### src/design/tmpg_pkg.sv
`timescale 1ns / 1ps
`default_nettype none
package tmpg_pkg;

    // Display geometry
    localparam int TEXT_COLUMNS       = 22;
    localparam int TOP_BORDER_LINES   = 28;
    localparam int SIDE_BORDER_PIXELS = 32;
    localparam int DISPLAY_LINES      = 240;
    localparam int SCREEN_CELLS_DEF   = 512;

    localparam int TEXT_BOTTOM = DISPLAY_LINES - TOP_BORDER_LINES;
    localparam int TEXT_RIGHT  = SIDE_BORDER_PIXELS + 8 * TEXT_COLUMNS;

    localparam int GLYPH_DEPTH = 2048;
    localparam int GLYPH_AW    = $clog2(GLYPH_DEPTH);
    localparam int ADDR_W      = 11;
    localparam int CELL_W      = 11;

    localparam int QUEUE_DEPTH = 4;
    localparam int QUEUE_AW    = $clog2(QUEUE_DEPTH);

    typedef enum logic [2:0] {
        FUNC_SCREEN  = 3'd0,
        FUNC_COLOUR  = 3'd1,
        FUNC_GLYPH   = 3'd2,
        FUNC_CONTROL = 3'd3,
        FUNC_PIXEL   = 3'd4
    } tmpg_func_t;

    typedef struct packed {
        logic [2:0]        func;
        logic [ADDR_W-1:0] address;
        logic [7:0]        data;
        logic [7:0]        line;
        logic [7:0]        pixel_x;
    } tmpg_in_t;

    typedef struct packed {
        logic [7:0] pixel_colour;
        logic [3:0] colour_index;
        logic       in_border;
    } tmpg_out_t;

    // Classified item passed from the front to the back through the queue
    typedef struct packed {
        tmpg_func_t        op;
        logic [ADDR_W-1:0] addr;
        logic [7:0]        data;
        logic              border;
        logic [CELL_W-1:0] cell_idx;
        logic              cell_valid;
        logic [2:0]        row;
        logic [2:0]        bit_sel;
    } tmpg_item_t;

    typedef struct packed {
        logic clearing;
        logic queue_full;
    } tmpg_status_t;

    function automatic logic [7:0] tmpg_palette(input logic [3:0] idx);
        logic [7:0] c;
        unique case (idx)
            4'h0: c = 8'h00;
            4'h1: c = 8'hFF;
            4'h2: c = 8'hE0;
            4'h3: c = 8'h1F;
            4'h4: c = 8'h61;
            4'h5: c = 8'h3C;
            4'h6: c = 8'h07;
            4'h7: c = 8'hFC;
            4'h8: c = 8'hD4;
            4'h9: c = 8'h0A;
            4'hA: c = 8'h5C;
            4'hB: c = 8'h52;
            4'hC: c = 8'h5B;
            4'hD: c = 8'hB4;
            4'hE: c = 8'h93;
            4'hF: c = 8'hA4;
            default: c = 8'h00;
        endcase
        return c;
    endfunction

endpackage
`default_nettype wire

### src/design/tmpg_queue.sv
`timescale 1ns / 1ps
`default_nettype none
module tmpg_queue
    import tmpg_pkg::*;
(
    input  wire logic       aclk,
    input  wire logic       aresetn,
    input  wire logic       push,
    input  wire tmpg_item_t push_item,
    input  wire logic       pop,
    output tmpg_item_t      head,
    output logic            empty,
    output logic            full
);

    tmpg_item_t          slot_reg [QUEUE_DEPTH];
    logic [QUEUE_AW-1:0] wr_ptr_reg, wr_ptr_next;
    logic [QUEUE_AW-1:0] rd_ptr_reg, rd_ptr_next;
    logic [QUEUE_AW:0]   count_reg, count_next;

    assign head  = slot_reg[rd_ptr_reg];
    assign empty = (count_reg == '0);
    assign full  = (count_reg == (QUEUE_AW+1)'(QUEUE_DEPTH));

    always_comb begin
        wr_ptr_next = push ? wr_ptr_reg + 1'b1 : wr_ptr_reg;
        rd_ptr_next = pop ? rd_ptr_reg + 1'b1 : rd_ptr_reg;
        count_next  = count_reg + (QUEUE_AW+1)'(push) - (QUEUE_AW+1)'(pop);
    end

    always_ff @(posedge aclk) begin
        if (!aresetn) begin
            wr_ptr_reg <= '0;
            rd_ptr_reg <= '0;
            count_reg  <= '0;
        end else begin
            wr_ptr_reg <= wr_ptr_next;
            rd_ptr_reg <= rd_ptr_next;
            count_reg  <= count_next;
        end
    end

    always_ff @(posedge aclk) begin
        if (push) begin
            slot_reg[wr_ptr_reg] <= push_item;
        end
    end

endmodule
`default_nettype wire

### config.mk
export PLATFORM = sky130hd
export DESIGN_NAME = tmpg_queue
export DESIGN_NICKNAME = d
export VERILOG_FILES = /design/src/design/tmpg_pkg.sv /design/src/design/tmpg_queue.sv
export SDC_FILE = /design/constraint.sdc
export NUM_CORES = 1
export LEC_CHECK = 0
export ABC_AREA = 1
export BUFFER_PORTS_ARGS = -buffer_cell sky130_fd_sc_hd__buf_2
export CORE_MARGIN = 2
export CORE_UTILIZATION = 62
export DETAILED_ROUTE_END_ITERATION = 16
export GPL_ROUTABILITY_DRIVEN = 0
export GPL_TIMING_DRIVEN = 1
export PLACE_DENSITY = 0.93
export SETUP_SLACK_MARGIN = 0.15
export SYNTH_ARGS = -nofsm -noshare
export SYNTH_HDL_FRONTEND = slang
export SYNTH_SLANG_ARGS = --single-unit
### constraint.sdc
create_clock -name aclk -period 4.2 [get_ports aclk]
set_input_delay 0.21 -clock aclk [delete_from_list [all_inputs] [get_ports aclk]]
set_output_delay 0.21 -clock aclk [all_outputs]
set_load 0.01 [all_outputs]
Yosys cells after proc, flatten, opt, wreduce, memory -nomap -nowiden:

Memories as Yosys holds them, arrays and structs flattened. A register that Yosys moved wholly into a read port is not among the register bits.
Cells that the tools add are included.

* memories kept: 1
* output and inout port bits: 43
* logic and storage cells: 14
* bits in registers: 7
* input bits: 45
* RAM bits: 164

Memories
* slot_reg: words 4, bits a word 41, rd ports 1, clocked after Yosys merged registers in 1, wr ports 1, RTL line tmpg_queue.sv:16 `tmpg_item_t slot_reg [QUEUE_DEPTH];`

* muxes and demuxes: 4
* equality and inequality tests: 1
* $add $sub $neg: 4
* reductions and logical operators: 1

Operators by type and width (number)
* 2-bit by 1-bit adder with 2-bit output, second input constant: 2
* 2-bit two-way mux: 2
* 3-bit by 1-bit adder with 3-bit output: 1
* 3-bit equality test, second input constant: 1
* 3-bit logical NOT: 1
* 3-bit by 1-bit subtractor with 3-bit output: 1
* 1-bit two-way mux: 2

Depth between registers and ports, before layout:

Gate-level depths: netlist of the first run.

* depth in word-level cells: 3
* gate-level depth with buffers: 8
* gate-level depth less buffers: 8

Least setup slack after synthesis of the first run:

Ideal clock, no wire load.

* path type: reg-to-reg
* start point: register wr_ptr_reg[0]
* end point: memory slot_reg[2][0] (netlist bit), enable pin
* library setup time: 395 ps
* period minus slack after synthesis: 1789 ps
* path slack: 2411 ps
* stages on the path, launching flop included: 5
* arrival: 1394 ps
* path buffers: 0
* data required time: 3805 ps
* path through: dfxtp_1 inv_1 ha_1 nand2_1 inv_1

RTL lines
* from (decl): RTL line tmpg_queue.sv:17 `logic [QUEUE_AW-1:0] wr_ptr_reg, wr_ptr_next;`
* from (signal assigned): RTL line tmpg_queue.sv:37 `wr_ptr_reg <= wr_ptr_next;`
* to (decl): RTL line tmpg_queue.sv:16

No word-level cell before the write port.

==> results of run 1 <==
final timing paths:
path / from / end / slack, ns / cells past startpoint
max: flip-flop / head[24] / 1.24 / 5
min: push / wr_ptr_reg[1] / 0.03 / 3
max reg2reg: wr_ptr_reg[0] / slot_reg[0][27] / 2.36 / 4
min reg2reg: rd_ptr_reg[1] / flip-flop / 0.48 / 2
stage by stage:
step                worst slack, ns  cell area [sq um]   util
floorplan                      2.41               6920      -
global route                   1.06               8320  0.768
detailed placement             1.87               7330  0.676
CTS                            1.30               8320  0.767
global placement               2.03               7330  0.676
finish                         1.24               8320  0.768
cell usage after synthesis:
library cell | number | share of area
a21oi_1 | 47 | 0.034
buf_2 | 13 | 0.0094
buf_6 | 14 | 0.023
dfxtp_1 | 9 | 0.026
edfxtp_1 | 164 | 0.71
fa_1 | 1 | 0.0029
ha_1 | 6 | 0.011
inv_1 | 97 | 0.053
nand2_1 | 92 | 0.050
nand3_1 | 1 | 0.00072
nor2_1 | 2 | 0.0011
nor3_1 | 1 | 0.00072
o211ai_1 | 41 | 0.044
o21ai_0 | 5 | 0.0036
o21ai_1 | 40 | 0.029
kinds of logic after synthesis:
kind of cell	share of synthesized area
fa+ha+maj	0.0137
compound gates	0.111
buf+inv	0.0848
simple gates	0.0524
flops	0.738
report_power, final:
part	internal [uW]	switching, uW	total (uW)	leakage (uW)
Combinational	149	227	375	0.00146
Clock	843	637	1480	0.000269
Sequential	1970	59.3	2030	0.00158
Total	2970	923	3890	0.00331
tightest hold or removal path: stages:
cell and delay [ns]:
buf_2 0.14, inv_1 0.10, a21oi_1 0.07
cell usage in the layout (no fill, tap or decap), drive strengths merged:
cell type | Yosys | final
clkinvlp | 0 | 2
clkbuf | 0 | 17
inv | 97 | 99
nor2 | 2 | 2
o21ai | 45 | 45
a21oi | 47 | 47
ha | 6 | 6
nor3 | 1 | 1
fa | 1 | 1
buf | 27 | 89
bufinv | 0 | 2
edfxtp | 164 | 164
clkinv | 0 | 9
o211ai | 41 | 41
dfxtp | 9 | 9
nand3 | 1 | 1
diode | 0 | 1
nand2 | 92 | 92
dlygate4sd3 | 0 | 43
cell type report:
type	instances	area, sq um
sequential	173	5110
timing repair buffer	132	881
fill	585	2520
tap	140	175
inverter	97	364
antenna	1	2.50
clock buffer	17	414
multi-input combinational	236	1230
clock inverter	15	148
routing by layer:
metal | up-vias | GRT usage | share of wire
li1 | 2092 | - | -
met5 | - | 0 | 0
met2 | 238 | 0.433 | 0.53
met1 | 2156 | 0.309 | 0.37
met3 | 36 | 0.0652 | 0.078
met4 | 0 | 0.105 | 0.026
==> flow_summary_export.csv, run 1 <==
group,metric,value,unit
floorplan,initial_core_util,0.638,
timing,slew_headroom,0.177,
clock_network,cts.clk_slew.worst_paths,0.07,ns
timing,max_slew.worst_pin.slew,1.24,ns
floorplan,coreArea,10800,sq um
routing,first_pass_iters,5,
synth,syn_area,6920,sq um
routing,drt_iter0_drc,408,
clock_network,cts_setup_buffers,0,
setup_path,crit_fanout,133,
timing,finalHoldViolCount,0,
timing,rsz0062_at_grt,"no",
timing,fin_crit,2.96,ns
floorplan,dieWidth,110,microns
setup_path,critPathLaunchType,"flip-flop",
clock_network,max-clock-path-buffers,2,
synth,yosysSeqAreaShare,0.738,
clock_network,ctsHoldBuffers,43,
global_route,antenna_found_initial,1,
synth,synth_nets,585,
routing,drc_errors,0,
clock_network,insertion_delay,0.53,ns
floorplan,die-height,110,microns
routing,post_drt_wl_per_cell,17.9,microns
floorplan,row_count,38,
synth,avgSynthCellArea,13.0,sq um
setup_path,critPathSlowestCell,"dfxtp_4",
timing,finalSetupViolCount,0,
floorplan,dieArea,12000,sq um
routing,viasPerCell,5.58,
setup_path,crit_type,"flip-flop to output pin",
global_route,grt_first_pass_wirelength,22.2,mm
layout,largest_register_ffs,164,
layout,drive_above_1_share,0.184,
routing,wl,14.5,mm
clock_network,h-tree-depth,4,
place,placed_cells_incl_taps,735,
clock_network,post_cts_resized,0,
timing,max_freq,0.338,GHz
setup_path,arrival,2.75,ns
layout,syn_to_final_growth,20.3,%
worst_hold_path,min_path_type,"primary input to flip-flop",
place,dp_hpwl,7.49,mm
synth,synth_seq_cells,173,
setup_path,cp.required,3.99,ns
global_route,overflow,0,
clock_network,cts_root_buf,"clkbuf_8",
timing,setup_tns,0,ns
run,cap_violations,0,
routing,ant_nets,0,
setup_path,critPathBufInv,2,
layout,final_nets,709,
timing,min_period_over_period,0.704,
layout,layoutNonFillerInstCount,811,
place,portBuffers,87,
clock_network,cts_tree,"done",
setup_path,slowest_delay,1.17,ns
synth,ys_types,15,
clock_network,cts.sinks,173,
status,status,"finished, final reports clean",
timing,drv_slew,0,
global_route,track_usage,0.254,
timing,holdWs,0.0343,ns
pwr,power.total,3890,uW
setup_path,end_kind,"output pin",
synth,yosys_warnings,0,
timing,fin_worst_skew,0.00754,ns
setup_path,path_delay_family,"flip-flops",
pwr,peakVddDrop,0.303,mV
routing,vias,4522,
clock_network,cts_buffers,17,
setup_path,path_cells,"buf_4 -> a21oi_1 -> o21ai_1 -> nand2_1 -> buf_2",
synth,synthCells,533,
pwr,pwr_density_cell,467,nW/um^2
floorplan,io_pins,88,
global_route,grt_pass1_vias,4415,
global_route,grt_start_max_net_pins,134,
pwr,leakagePower,0.00331,uW
No activity file was read; power rests on OpenSTA's default activity.
==> run 2, diff against run 1 <==
- CORE_UTILIZATION: 62 -> 57
- PLACE_DENSITY: 0.93 -> 0.87
- clock period: 4.2 -> 2.8 ns (I/O delays scaled with it)
==> run 2 against run 1 <==
Design area grew 0.20%. Critical path depth is the same. Via count shrank 6.5%. Critical path type unchanged.
==> flow_summary_export.csv, run 2 (synthesis gave the netlist of run 1 again) <==
group,metric,value,unit
timing,holdWs,0.112,ns
global_route,grt_first_pass_wirelength,19.9,mm
clock_network,max-clock-path-buffers,2,
pwr,peakVddDrop,0.448,mV
global_route,grt_pass1_vias,4208,
layout,final_util,0.700,
global_route,antenna_found_initial,0,
pwr,combPwrFrac,0.103,
timing,setup_tns,0,ns
layout,final_nets,710,
routing,vias,4226,
clock_network,cts.sinks,173,
layout,num_antenna_cells,0,
layout,layoutNonFillerInstCount,818,
floorplan,dieWidth,114,microns
clock_network,cts_tree,"done",
pwr,power_frac_seq,0.533,
setup_path,end_kind,"output pin",
status,status,"finished, final reports clean",
layout,mostFrequentLayoutCells,"edfxtp_1 (164), inv_1 (93), nand2_1 (92)",
setup_path,critPathLaunchType,"flip-flop",
global_route,grt_start_max_net_pins,61,
global_route,overflow,0,
setup_path,crit_fanout,60,
place,dp_hpwl,7.34,mm
pwr,leakagePower,0.00330,uW
layout,multi_input_area,1230,sq um
timing,fin_worst_skew,0.00757,ns
global_route,track_usage,0.203,
routing,viasPerCell,5.17,
routing,ant_nets,0,
layout,fillers,752,
layout,regArea,5110,sq um
layout,largest_register_ffs,164,
clock_network,cts_root_buf,"clkbuf_16",
place,place_area,7380,sq um
layout,final_area,8340,sq um
timing,finalHoldViolCount,0,
clock_network,insertion_delay,0.41,ns
timing,rsz0062_at_grt,"no",
floorplan,dieArea,13000,sq um
routing,drt_iter0_drc,307,
floorplan,io_pins,88,
setup_path,cp.required,2.66,ns
timing,max_freq,0.479,GHz
routing,first_pass_iters,5,
timing,finalSetupViolCount,0,
floorplan,initial_core_util,0.581,
place,portBuffers,87,
clock_network,h-tree-depth,4,
layout,layout_commonest_cell,"edfxtp_1",
clock_network,cts.clk_slew.worst_paths,0.06,ns
routing,wl,12.8,mm
setup_path,crit_type,"flip-flop to output pin",
timing,max_slew.worst_pin.slew,0.992,ns
worst_hold_path,min_path_type,"primary input to flip-flop",
timing,slew_headroom,0.338,
pwr,netSwitchingFraction,0.237,
run,cap_violations,0,
routing,drc_errors,0,
clock_network,post_cts_resized,0,
timing,fin_crit,2.09,ns
pwr,clkPwrFrac,0.364,
floorplan,row_count,40,
place,placed_cells_incl_taps,743,
pwr,switching_power,1340,uW
clock_network,cts_buffers,17,
pwr,p_int,4330,uW
layout,drive_above_1_share,0.186,
layout,syn_to_final_growth,20.5,%
timing,drv_slew,0,
setup_path,rrSetupSlack,1.02,ns
floorplan,coreArea,11900,sq um
routing,post_drt_wl_per_cell,15.7,microns
timing,min_period_over_period,0.745,
floorplan,die-height,114,microns
pwr,pwr_density_cell,680,nW/um^2
setup_path,arrival,1.95,ns
==> run 2: repair_timing <==
action | in CTS | in global routing
hold buffers | 43 | 0
endpoints found under the hold margin | 168 | 0
buffers inserted | 0 | 0
==> run 2: final timing paths <==
| kind | start | cells past startpoint | endpoint |
|---|---|---|---|
| worst max-delay path | flip-flop | 5 | head[6] |
| worst min-delay path | push | 3 | wr_ptr_reg[0] |
| worst max register to register | wr_ptr_reg[0] | 4 | slot_reg[2][7] |
| worst min register to register | rd_ptr_reg[0] | 1 | flip-flop |
==> run 2: metal layers <==
metal	share of wire	wire, microns	GRT usage	vias up
met2	0.52	6690	0.338	143
met4	0.0090	116	0.0894	0
met5	0	0	0	-
met3	0.064	821	0.0641	11
li1	-	-	-	2091
met1	0.41	5200	0.244	1981
==> run 2: layout make-up <==
type | instances | share of cell area
well taps | 147 | 0.0221
inverters | 97 | 0.0437
clock inverters | 12 | 0.0108
multi-input cells | 236 | 0.147
flip-flops and latches | 173 | 0.613
clock buffers | 20 | 0.0524
repair buffers | 133 | 0.111
==> run 2: through the flow <==
step	worst slack, ns	total power (uW)
final	0.714	5670
after global routing	0.575	5870
after CTS	0.707	5700
after detailed placement	1.02	3610
after global placement	1.07	3570
after floorplan	1.01	3400
==> run 2: power groups by stage <==
stage,Clock [uW],Sequential (uW),Combinational (uW)
after floorplan,0,3040,359
after global placement,0,3070,508
after detailed placement,0,3080,535
after CTS,2090,3020,587
after global routing,2190,3030,649
final,2060,3020,584
==> run 2: critical path, cell delays in order, from the launching register on <==
cell and delay (ns):
dfxtp_4 0.70, buf_12 0.32, a21oi_1 0.13, o21ai_1 0.14
nand2_1 0.07, buf_2 0.15
