--- config.mk ---
export PLATFORM = sky130hd
export DESIGN_NAME = tmpg_front
export DESIGN_NICKNAME = d
export VERILOG_FILES = /design/src/design/tmpg_pkg.sv /design/src/design/tmpg_front.sv
export SDC_FILE = /design/constraint.sdc
export NUM_CORES = 1
export LEC_CHECK = 0
export BUFFER_PORTS_ARGS = -buffer_cell sky130_fd_sc_hd__buf_4
export CORE_MARGIN = 4
export CORE_UTILIZATION = 43
export DETAILED_ROUTE_END_ITERATION = 7
export PLACE_DENSITY_LB_ADDON = 0.3
export SYNTH_ARGS = -nofsm -noshare
export SYNTH_HDL_FRONTEND = slang
export SYNTH_SLANG_ARGS = --single-unit
--- constraint.sdc ---
create_clock -name vclk -period 8.2
set_input_delay 2.05 -clock vclk [all_inputs]
set_output_delay 2.05 -clock vclk [all_outputs]
set_load 0.01 [all_outputs]
--- src/design/tmpg_pkg.sv ---
`timescale 1ns / 1ps
`default_nettype none
package tmpg_pkg;

    // Display geometry
    localparam int TEXT_COLUMNS       = 22;
    localparam int TOP_BORDER_LINES   = 28;
    localparam int SIDE_BORDER_PIXELS = 32;
    localparam int DISPLAY_LINES      = 240;
    localparam int SCREEN_CELLS_DEF   = 512;

    localparam int TEXT_BOTTOM = DISPLAY_LINES - TOP_BORDER_LINES;
    localparam int TEXT_RIGHT  = SIDE_BORDER_PIXELS + 8 * TEXT_COLUMNS;

    localparam int GLYPH_DEPTH = 2048;
    localparam int GLYPH_AW    = $clog2(GLYPH_DEPTH);
    localparam int ADDR_W      = 11;
    localparam int CELL_W      = 11;

    localparam int QUEUE_DEPTH = 4;
    localparam int QUEUE_AW    = $clog2(QUEUE_DEPTH);

    typedef enum logic [2:0] {
        FUNC_SCREEN  = 3'd0,
        FUNC_COLOUR  = 3'd1,
        FUNC_GLYPH   = 3'd2,
        FUNC_CONTROL = 3'd3,
        FUNC_PIXEL   = 3'd4
    } tmpg_func_t;

    typedef struct packed {
        logic [2:0]        func;
        logic [ADDR_W-1:0] address;
        logic [7:0]        data;
        logic [7:0]        line;
        logic [7:0]        pixel_x;
    } tmpg_in_t;

    typedef struct packed {
        logic [7:0] pixel_colour;
        logic [3:0] colour_index;
        logic       in_border;
    } tmpg_out_t;

    // Classified item passed from the front to the back through the queue
    typedef struct packed {
        tmpg_func_t        op;
        logic [ADDR_W-1:0] addr;
        logic [7:0]        data;
        logic              border;
        logic [CELL_W-1:0] cell_idx;
        logic              cell_valid;
        logic [2:0]        row;
        logic [2:0]        bit_sel;
    } tmpg_item_t;

    typedef struct packed {
        logic clearing;
        logic queue_full;
    } tmpg_status_t;

    function automatic logic [7:0] tmpg_palette(input logic [3:0] idx);
        logic [7:0] c;
        unique case (idx)
            4'h0: c = 8'h00;
            4'h1: c = 8'hFF;
            4'h2: c = 8'hE0;
            4'h3: c = 8'h1F;
            4'h4: c = 8'h61;
            4'h5: c = 8'h3C;
            4'h6: c = 8'h07;
            4'h7: c = 8'hFC;
            4'h8: c = 8'hD4;
            4'h9: c = 8'h0A;
            4'hA: c = 8'h5C;
            4'hB: c = 8'h52;
            4'hC: c = 8'h5B;
            4'hD: c = 8'hB4;
            4'hE: c = 8'h93;
            4'hF: c = 8'hA4;
            default: c = 8'h00;
        endcase
        return c;
    endfunction

endpackage
`default_nettype wire

--- src/design/tmpg_front.sv ---
`timescale 1ns / 1ps
`default_nettype none
module tmpg_front
    import tmpg_pkg::*;
#(
    parameter int SCREEN_CELLS = SCREEN_CELLS_DEF
) (
    input  wire logic         s_valid,
    output logic              s_ready,
    input  wire tmpg_in_t     s_data,
    input  wire tmpg_status_t status,
    output logic              push,
    output tmpg_item_t        push_item
);

    int                unsigned line_i;
    int                unsigned x_i;
    logic [7:0]        yy;
    logic [7:0]        xo;
    logic [CELL_W-1:0] cell_idx;
    logic              border;
    logic              keep;

    assign s_ready = !status.clearing && !status.queue_full;

    always_comb begin
        line_i = 32'(s_data.line);
        x_i    = 32'(s_data.pixel_x);
        border = (line_i >= 32'(DISPLAY_LINES)) || (line_i < 32'(TOP_BORDER_LINES)) ||
                 (int'(line_i) >= TEXT_BOTTOM) || (x_i < 32'(SIDE_BORDER_PIXELS)) ||
                 (x_i >= 32'(TEXT_RIGHT));
        yy   = s_data.line - 8'(TOP_BORDER_LINES);
        xo   = s_data.pixel_x - 8'(SIDE_BORDER_PIXELS);
        cell_idx = CELL_W'(yy[7:3]) * CELL_W'(TEXT_COLUMNS) + CELL_W'(xo[7:3]);

        push_item            = '0;
        push_item.addr       = s_data.address;
        push_item.data       = s_data.data;
        push_item.border     = border;
        push_item.cell_idx   = cell_idx;
        push_item.cell_valid = !border && (cell_idx < CELL_W'(SCREEN_CELLS));
        push_item.row        = yy[2:0];
        push_item.bit_sel    = xo[2:0];

        keep = 1'b1;
        unique case (s_data.func)
            FUNC_SCREEN:  push_item.op = FUNC_SCREEN;
            FUNC_COLOUR:  push_item.op = FUNC_COLOUR;
            FUNC_GLYPH:   push_item.op = FUNC_GLYPH;
            FUNC_CONTROL: push_item.op = FUNC_CONTROL;
            FUNC_PIXEL:   push_item.op = FUNC_PIXEL;
            // undefined codes: take the transfer, drop the item
            default:      keep = 1'b0;
        endcase
        push = s_valid && s_ready && keep;
    end

endmodule
`default_nettype wire

Yosys cells after proc, flatten, opt, wreduce, memory -nomap -nowiden
Index checks and enable logic that the tools add are counted.
{ "word_totals": {"reg_bits": 0, "latch_bits": 0, "ramBits": 0, "rom_bits": 0, "inputBits": 41, "output_inout_bits": 43, "word_cells": 29, "mem_count": 0} }
{ "classes": {"add_sub_neg": 3, "multipliers": 1, "n_div": 0, "order_cmp": 6, "eq_ne": 4, "n_shift": 0, "mux": 2, "n_bitwise": 0, "n_reduce_logical": 13} }
{ "ops": {"columns": ["cell", "count"], "rows": [
  ["$ge 8x8->1 const B", 3],
  ["$pmux 3 s4", 1],
  ["$add 10x5->11", 1],
  ["$lt 11x10->1 const B", 1],
  ["$mul 5x4->9 const B", 1],
  ["$lt 8x5->1 const B", 1],
  ["$lt 8x6->1 const B", 1],
  ["$sub 8x5->8 const B", 1],
  ["$sub 8x6->8 const B", 1],
  ["$eq 3x2->1 const B", 2],
  ["$reduce_or 5->1", 1],
  ["$logic_and 1x1->1", 4],
  ["$logic_or 1x1->1", 4],
  ["$eq 3x1->1 const B", 1],
  ["$eq 3x3->1 const B", 1],
  ["$logic_not 1->1", 3],
  ["$logic_not 3->1", 1],
  ["$mux 1", 1]
]} }

Logic depth before layout (Yosys ltp)
Gate-level depths: netlist of run 1.
{ "depth": {"word_depth": 7, "depth_mapped": 14, "ltp_nobuf": 14} }

Worst setup path before layout of run 1
No wires, ideal clock.
{ "synth_timing": {"path_type": "input port to output port", "startpoint": "input s_data[10] (netlist bit)", "endpoint": "output push_item[6] (netlist bit)", "arrival_time_ps": 5157, "required_time_ps": 6150, "path_slack_ps": 993, "stages": 13, "path_buffers": 0, "path_cell_list": "ha_1 > a21oi_1 > xor2_1 > ha_1 > ha_1 > xnor2_1 > ha_1 > nand2b_1 > a21oi_1 > xor2_1 > nand4b_1 > or4b_1 > a21oi_1"} }
{ "synth_rtl": {"columns": ["item", "line_no", "text"], "rows": [
  ["start: declaration", "tmpg_front.sv:10", "input wire tmpg_in_t s_data,"],
  ["end: declaration", "tmpg_front.sv:13", "output tmpg_item_t push_item"]
]} }

==> results of run 1 <==
## cells in the mapped netlist, drive strengths merged
| cell type | count | area share |
|---|---|---|
| a21o | 2 | 0.014 |
| a21oi | 12 | 0.055 |
| and3 | 1 | 0.0057 |
| and3b | 1 | 0.0080 |
| buf | 28 | 0.20 |
| clkbuf | 1 | 0.013 |
| fa | 2 | 0.037 |
| ha | 21 | 0.24 |
| inv | 15 | 0.051 |
| mux2i | 1 | 0.0091 |
| nand2 | 10 | 0.037 |
| nand2b | 1 | 0.0057 |
| nand3 | 1 | 0.016 |
| nand4 | 1 | 0.0057 |
| nand4b | 1 | 0.0080 |
| nor2 | 9 | 0.038 |
| nor2b | 2 | 0.011 |
| nor3 | 1 | 0.0046 |
| nor3b | 1 | 0.0069 |
| o211ai | 1 | 0.0069 |
| o21ai | 5 | 0.023 |
| o21bai | 1 | 0.0069 |
| o22ai | 1 | 0.0057 |
| o31ai | 1 | 0.0069 |
| or4b | 1 | 0.0091 |
| xnor2 | 10 | 0.080 |
| xor2 | 9 | 0.079 |
| xor3 | 1 | 0.023 |
## through the flow
step / worst slack (ns) / utilization
3_5_place_dp: 0.579 / 0.485
6_report: 0.569 / 0.485
5_1_grt: 0.323 / 0.485
3_3_place_gp: 0.683 / 0.485
4_1_cts: 0.558 / 0.485
2_1_floorplan: 0.993 / -
## cells by family (layout without fill, tap and decap cells)
kind of cell	count (synthesis)	after routing
buf+inv	44	53
simple gates	30	30
fa+ha+maj	23	23
compound gates	23	23
xor+xnor	20	20
mux	1	1
## where the power goes
group          switching (mW)  total, mW  internal [mW]
sequential                  0          0              0
combinational           0.118      0.236          0.118
clock                       0          0              0
total                   0.118      0.236          0.118
## per-layer routing
layer	wire, um	vias up	global-route usage	share of wire
met5	0	-	0	0
met3	156	4	0.0132	0.077
met2	1040	28	0.215	0.52
met1	807	369	0.151	0.40
li1	-	458	-	-
met4	8	0	0.00662	0.0040
## cell type report
cell class	instances	area [um^2]
fillers	243	1260
multi-input cells	97	811
repair buffers	38	285
inverters	15	56.3
well taps	30	37.5
## final timing paths
kind / endpoint / slack (ns) / depth (start not counted)
min: push_item[19] / 4.10 / 0
max: push_item[6] / 0.57 / 15
==> reports/results.tsv, run 1 <==
stage	metric	value	unit
critical_path	path_cells	buf_4 > ha_1 > a21oi_1 > xor2_1 > ha_1 > ha_1 > xnor2_1 > ha_1 > nand2b_1 > a21oi_1 > xor2_1 > nand4b_1 > or4b_1 > a21oi_1 > buf_4	
grt	track_usage	0.117	
detailed_routing	dr.first_iter.drc_count	46	
detailed_routing	antenna_left	0	
clock_tree	postCtsHoldBufs	0	
synthesis	synth_fa_ha_area_frac	0.277	
critical_path	critical_path_buf_inv_count	2	
critical_path	path_class	in2out	
detailed_routing	wl_per_cell	11.2	um
layout	num_antenna_cells	0	
layout	regArea	0	um^2
synthesis	yosys.area_share.simple	0.155	
synthesis	synthMuxAreaShare	0.00914	
critical_path	endpoint_kind	primary output	
run_status	status	completed	
critical_path	worstSetupStartpointType	primary input	
detailed_routing	totalWireLength	2020	um
timing	rsz0062_at_grt	false	
synthesis	synth_xor_area_frac	0.182	
detailed_routing	drc	0	
place	dp.cells	180	
detailed_routing	vias	859	
layout	design_area	1190	um^2
clock_tree	post_cts_buffers	0	
grt	grt_antenna_before_repair	0	
floorplanning	fp.dieW	58.5	um
layout	drive_gt1_frac	0.287	
flow_run	max_cap_violations	0	
synthesis	synth_warnings	0	
hold_path	hold_class	in2out	
critical_path	crit_required	6.15	ns
grt	grt_pass1_wl	3360	um
place	globalplace.congestion	0.723	
synthesis	syn_nets	205	
place	port_buffers	38	
pwr	p_leak	0.641	nW
timing	finalHoldViolations	0	
layout	layout.nets	216	
floorplanning	design.die.area	3420	um^2
floorplanning	rows	18	
timing	setup_viol	0	
place	dpl_cell_area	1190	um^2
critical_path	critPathLaunch	s_data[10]	
detailed_routing	first_pass_iters	4	
grt	overflow	0	
critical_path	cp_slowest_cell	or4b_1	
timing	fmax	0.131	GHz
clock_tree	cts_resized	0	
pwr	p_total	0.236	mW
timing	relSlewSlack	0.725	
synthesis	ys_types	32	
layout	layout_commonest_cell	buf_4	
timing	worst_pin_slew	0.409	ns
layout	mostFrequentLayoutCells	buf_4, ha_1, inv_1	
pwr	powerDensity	198	nW/um^2
detailed_routing	via_per_inst	4.77	
floorplanning	die_h	58.5	um
synthesis	synthesis.area	1090	um^2
synthesis	postSynthCellCount	141	
floorplanning	initial_core_util	0.446	
timing	finalCritPeriodShare	0.931	
layout	seq_cells	0	
timing	slew_violations	0	
pwr	vdd_drop_max	0.157	mV
timing	fin_crit	7.63	ns
synthesis	synth_compound_area_frac	0.118	
critical_path	crit_family	adder cells	
critical_path	path_max_fanout	4	
hold_path	min_from	s_data[16]	
grt	grt_start_max_net_pins	8	
layout	syn2layout_area_growth	8.69	%
synthesis	ys_seq_area_frac	0	
timing	hold_ws	4.10	ns
layout	clockBufferCount	0	
synthesis	synth_top_family_by_area	adder cells	
critical_path	crit_top_cell	ha_1	
timing	fin_tns_setup	0	ns
synthesis	avgSynthCellArea	7.76	um^2
floorplanning	ios	84	
layout	finalNonFillerCells	180	
critical_path	cpPeakStageDelay	0.52	ns
critical_path	cp.arrival	5.58	ns
grt	grt_pass1_vias	816	
floorplanning	coreArea	2450	um^2
place	dp_hpwl	1800	um
Note: power is estimated with default switching activity, not from simulation.
==> run 2, diff against run 1 <==
- PLACE_DENSITY: not set -> 0.86
- PLACE_DENSITY_LB_ADDON: 0.3 -> not set
==> run 2 against run 1 <==
  * Combinational power is essentially flat
  * Critical path type unchanged
  * Global-route usage increased by 1.1 points
  * Critical path depth did not move
  * Total power up 0.72%
  * Critical endpoint unchanged
  * Routed wire length is 3.3% higher
  * Via count is 0.81% higher
  * Cell count is the same
  * Clock-buffer cell count did not move
  * Worst setup slack lost 0.088 ns
  * Sequential share of layout area stayed put
==> reports/results.tsv, run 2 (synthesized netlist as in run 1, its figures left out) <==
stage	metric	value	unit	change
grt	track_usage	0.128		+0.0109
pwr	p_int	0.119	mW	+0.60%
timing	slew_violations	0		unchanged
layout	mostFrequentLayoutCells	buf_4, ha_1, inv_1		
floorplanning	design.die.area	3420	um^2	unchanged
place	dp_hpwl	1860	um	+3.6%
layout	regArea	0	um^2	unchanged
place	port_buffers	38		unchanged
layout	design_area	1190	um^2	unchanged
detailed_routing	vias	866		+0.81%
hold_path	hold_class	in2out		
pwr	comb_power_share	1.000		about the same
grt	overflow	0		unchanged
detailed_routing	via_per_inst	4.81		+0.81%
grt	grt_pass1_vias	871		+6.7%
grt	grt_antenna_before_repair	0		unchanged
pwr	vdd_drop_max	0.168	mV	+7.4%
layout	fin_util	0.485		unchanged
pwr	p_leak	0.641	nW	unchanged
layout	seq_cells	0		unchanged
detailed_routing	drc	0		unchanged
layout	finalNonFillerCells	180		unchanged
floorplanning	ios	84		unchanged
critical_path	endpoint_kind	primary output		
hold_path	min_from	s_data[0]		
detailed_routing	dr_wl_met3	122	um	-22%
floorplanning	initial_core_util	0.446		unchanged
timing	finalHoldViolations	0		unchanged
run_status	status	completed		
layout	clockBufferCount	0		unchanged
place	globalplace.congestion	0.838		+16%
pwr	p_sw	0.119	mW	+0.85%
grt	grt_start_max_net_pins	8		unchanged
critical_path	path_class	in2out		
detailed_routing	first_pass_iters	2		-2
layout	layout.nets	216		unchanged
layout	num_antenna_cells	0		unchanged
timing	fin_tns_setup	0	ns	unchanged
place	dp.cells	180		unchanged
layout	syn2layout_area_growth	8.69	%	unchanged
clock_tree	cts_resized	0		unchanged
place	dpl_cell_area	1190	um^2	unchanged
floorplanning	fp.dieW	58.5	um	unchanged
grt	grt_pass1_wl	3640	um	+8.4%
critical_path	path_max_fanout	4		unchanged
pwr	clkPwrFrac	0		unchanged
timing	hold_ws	4.10	ns	unchanged
detailed_routing	wl_met1	822	um	+1.9%
timing	fmax	0.130	GHz	-1.1%
layout	layout_commonest_cell	buf_4		
timing	worst_pin_slew	0.396	ns	-0.0126 ns
pwr	powerDensity	200	nW/um^2	+0.72%
timing	setup_viol	0		unchanged
detailed_routing	wl_per_cell	11.6	um	+3.3%
pwr	swShare	0.500		+0.000618
detailed_routing	top_layer	met3		
floorplanning	coreArea	2450	um^2	unchanged
clock_tree	post_cts_buffers	0		unchanged
critical_path	crit_required	6.15	ns	about the same
timing	postLayoutSetupSlackWorst	0.480	ns	-0.0884 ns
timing	relSlewSlack	0.734		+0.00849
critical_path	cp.arrival	5.67	ns	+0.09 ns
floorplanning	rows	18		unchanged
layout	drive_gt1_frac	0.287		unchanged
hold_path	whs_endpoint	push_item[0]		
detailed_routing	totalWireLength	2080	um	+3.3%
hold_path	holdPathStages	0		unchanged
pwr	pwr-share-seq	0		unchanged
pwr	p_total	0.238	mW	+0.72%
timing	finalCritPeriodShare	0.941		+0.0108
critical_path	worstSetupStartpointType	primary input		
flow_run	max_cap_violations	0		unchanged
timing	fin_crit	7.72	ns	+0.0884 ns
detailed_routing	dr.first_iter.drc_count	12		-74%
place	dp_slack	0.502	ns	-0.0773 ns
detailed_routing	met2_length	1140	um	+8.9%
floorplanning	die_h	58.5	um	unchanged
timing	rsz0062_at_grt	false		
clock_tree	postCtsHoldBufs	0		unchanged
detailed_routing	antenna_left	0		unchanged
[run 2: how the worst max path moves through the flow]
stage                    to  slack, ns  cells after the start        from
2_1_floorplan  push_item[6]       0.99                     13  s_data[10]
4_1_cts        push_item[6]       0.48                     15  s_data[10]
6_report       push_item[6]       0.48                     15  s_data[10]
5_1_grt        push_item[6]       0.17                     15  s_data[10]
3_3_place_gp   push_item[6]       0.69                     15  s_data[10]
3_5_place_dp   push_item[6]       0.50                     15  s_data[10]
[run 2: layer usage]
layer | vias up | global-route usage
li1 | 459 | -
met1 | 391 | 0.151
met2 | 16 | 0.247
met3 | 0 | 0.0132
met4 | 0 | 0.0199
met5 | - | 0
[run 2: layout make-up]
class                           count  area [um^2]
Fill cell                         238         1260
Inverter                           15         56.3
Multi-Input combinational cell     97          811
Tap cell                           30         37.5
Timing Repair Buffer               38          285
[run 2: worst max-delay path, cell delays in order]
cell and delay, ns:
buf_4 0.13, ha_1 0.21, a21oi_1 0.31, xor2_1 0.35
ha_1 0.30, ha_1 0.33, xnor2_1 0.14, ha_1 0.33
nand2b_1 0.07, a21oi_1 0.18, xor2_1 0.27, nand4b_1 0.17
or4b_1 0.53, a21oi_1 0.15, buf_4 0.13
[run 2: power by group through the flow]
stage / registers (mW) / clock network [mW] / logic, mW
after CTS: 0 / 0 / 0.240
after global routing: 0 / 0 / 0.268
after global placement: 0 / 0 / 0.234
after detailed placement: 0 / 0 / 0.238
final: 0 / 0 / 0.238
after floorplan: 0 / 0 / 0.165
==> run 3, diff against run 2 <==
- PLACE_DENSITY: 0.86 -> 0.84
==> run 3 against run 2 <==
  * Design area unchanged
  * Sequential cell count unchanged
  * Die area unchanged
  * Non-clock buffer count unchanged
  * Largest cell class unchanged
==> reports/results.tsv, run 3 (synthesized netlist as in run 1, its figures left out) <==
stage	metric	value	unit	change
run_status	status	completed		
critical_path	crit_required	6.15	ns	about the same
timing	worst_pin_slew	0.415	ns	+0.0185 ns
timing	fin_crit	7.63	ns	-0.0908 ns
layout	syn2layout_area_growth	8.69	%	unchanged
timing	postLayoutSetupSlackWorst	0.571	ns	+0.0908 ns
grt	grt_antenna_before_repair	0		unchanged
flow_run	max_cap_violations	0		unchanged
place	dp_slack	0.579	ns	+0.0773 ns
layout	mostFrequentLayoutCells	buf_4, ha_1, inv_1		
detailed_routing	first_pass_iters	4		+2
timing	fin_tns_setup	0	ns	unchanged
floorplanning	coreArea	2450	um^2	unchanged
layout	seq_cells	0		unchanged
detailed_routing	drc	0		unchanged
grt	grt_pass1_wl	3470	um	-4.7%
critical_path	path_cells	buf_4 > ha_1 > a21oi_1 > xor2_1 > ha_1 > ha_1 > xnor2_1 > ha_1 > a21oi_1 > o21ai_0 > xor3_2 > or4b_1 > a21oi_1 > buf_4		
grt	grt.busiest_layer	met2		
grt	grt_start_max_net_pins	8		unchanged
critical_path	critical_path_buf_inv_count	2		unchanged
floorplanning	ios	84		unchanged
clock_tree	post_cts_buffers	0		unchanged
floorplanning	initial_core_util	0.446		unchanged
detailed_routing	antenna_left	0		unchanged
pwr	pwr-share-seq	0		unchanged
pwr	vdd_drop_max	0.131	mV	-22%
critical_path	cpPeakStageDelay	0.53	ns	about the same
hold_path	hold_class	in2out		
critical_path	cp_slowest_cell	or4b_1		
layout	num_antenna_cells	0		unchanged
detailed_routing	wl_per_cell	11.2	um	-3.3%
critical_path	crit_top_cell	ha_1		
pwr	p_leak	0.641	nW	unchanged
pwr	comb_power_share	1.000		about the same
timing	finalCritPeriodShare	0.930		-0.0111
detailed_routing	dr.first_iter.drc_count	28		+16
pwr	swShare	0.498		-0.00182
timing	relSlewSlack	0.721		-0.0124
layout	layout.nets	216		unchanged
grt	grt_util_met1	0.144		-0.00681
critical_path	path_max_fanout	5		+1
timing	fmax	0.131	GHz	+1.2%
detailed_routing	vias	886		+2.3%
pwr	p_int	0.119	mW	-0.19%
place	port_buffers	38		unchanged
critical_path	crit_family	adder cells		
clock_tree	cts_resized	0		unchanged
pwr	p_total	0.236	mW	-0.55%
clock_tree	postCtsHoldBufs	0		unchanged
critical_path	path_class	in2out		
floorplanning	fp.dieW	58.5	um	unchanged
pwr	clkPwrFrac	0		unchanged
timing	slew_violations	0		unchanged
grt	grt_use_met2	0.234		-0.0128
grt	met3_usage	0.0132		unchanged
place	dp_hpwl	1760	um	-5.2%
layout	drive_gt1_frac	0.287		unchanged
detailed_routing	via_per_inst	4.92		+2.3%
grt	track_usage	0.121		-0.00686
pwr	p_sw	0.118	mW	-0.91%
timing	rsz0062_at_grt	false		
critical_path	cp.arrival	5.58	ns	-0.09 ns
floorplanning	die_h	58.5	um	unchanged
layout	layout_commonest_cell	buf_4		
place	globalplace.congestion	0.812		-3.2%
detailed_routing	totalWireLength	2010	um	-3.3%
layout	clockBufferCount	0		unchanged
timing	hold_ws	4.10	ns	unchanged
floorplanning	rows	18		unchanged
critical_path	endpoint_kind	primary output		
floorplanning	design.die.area	3420	um^2	unchanged
grt	grt_pass1_vias	848		-2.6%
layout	regArea	0	um^2	unchanged
timing	finalHoldViolations	0		unchanged
grt	overflow	0		unchanged
critical_path	worstSetupStartpointType	primary input		
pwr	powerDensity	199	nW/um^2	-0.55%
timing	setup_viol	0		unchanged
[run 3: cell counts in the layout (fill, tap and decap cells not counted)]
Identical to the previous run, type by type.
[run 3: final cells by class]
cell class | instances | area (um^2)
Tap cell | 30 | 37.5
Multi-Input combinational cell | 97 | 811
Inverter | 15 | 56.3
Timing Repair Buffer | 38 | 285
Fill cell | 256 | 1260
[run 3: routing by layer]
| layer | up-vias | routed length [um] |
|---|---|---|
| li1 | 458 | - |
| met2 | 17 | 1090 |
| met1 | 409 | 831 |
| met3 | 2 | 88 |
| met5 | - | 0 |
| met4 | 0 | 5 |
[run 3: worst paths after layout]
kind | start | to | slack, ns | cells after the start
hold / removal | s_data[1] | push_item[1] | 4.10 | 0
setup / recovery | s_data[10] | push_item[6] | 0.57 | 14
[run 3: power by group through the flow]
stage               Sequential, mW  Clock (mW)  Combinational, mW
finish                           0           0              0.236
floorplan                        0           0              0.165
CTS                              0           0              0.239
global route                     0           0              0.263
detailed placement               0           0              0.238
global placement                 0           0              0.234
[run 3: metrics by stage]
stage | instance area [um^2] | util | std cells
final | 1190 | 0.485 | 180
after global placement | 1190 | 0.485 | 180
after detailed placement | 1190 | 0.485 | 180
after global routing | 1190 | 0.485 | 180
after CTS | 1190 | 0.485 | 180
after floorplan | 1090 | - | 141
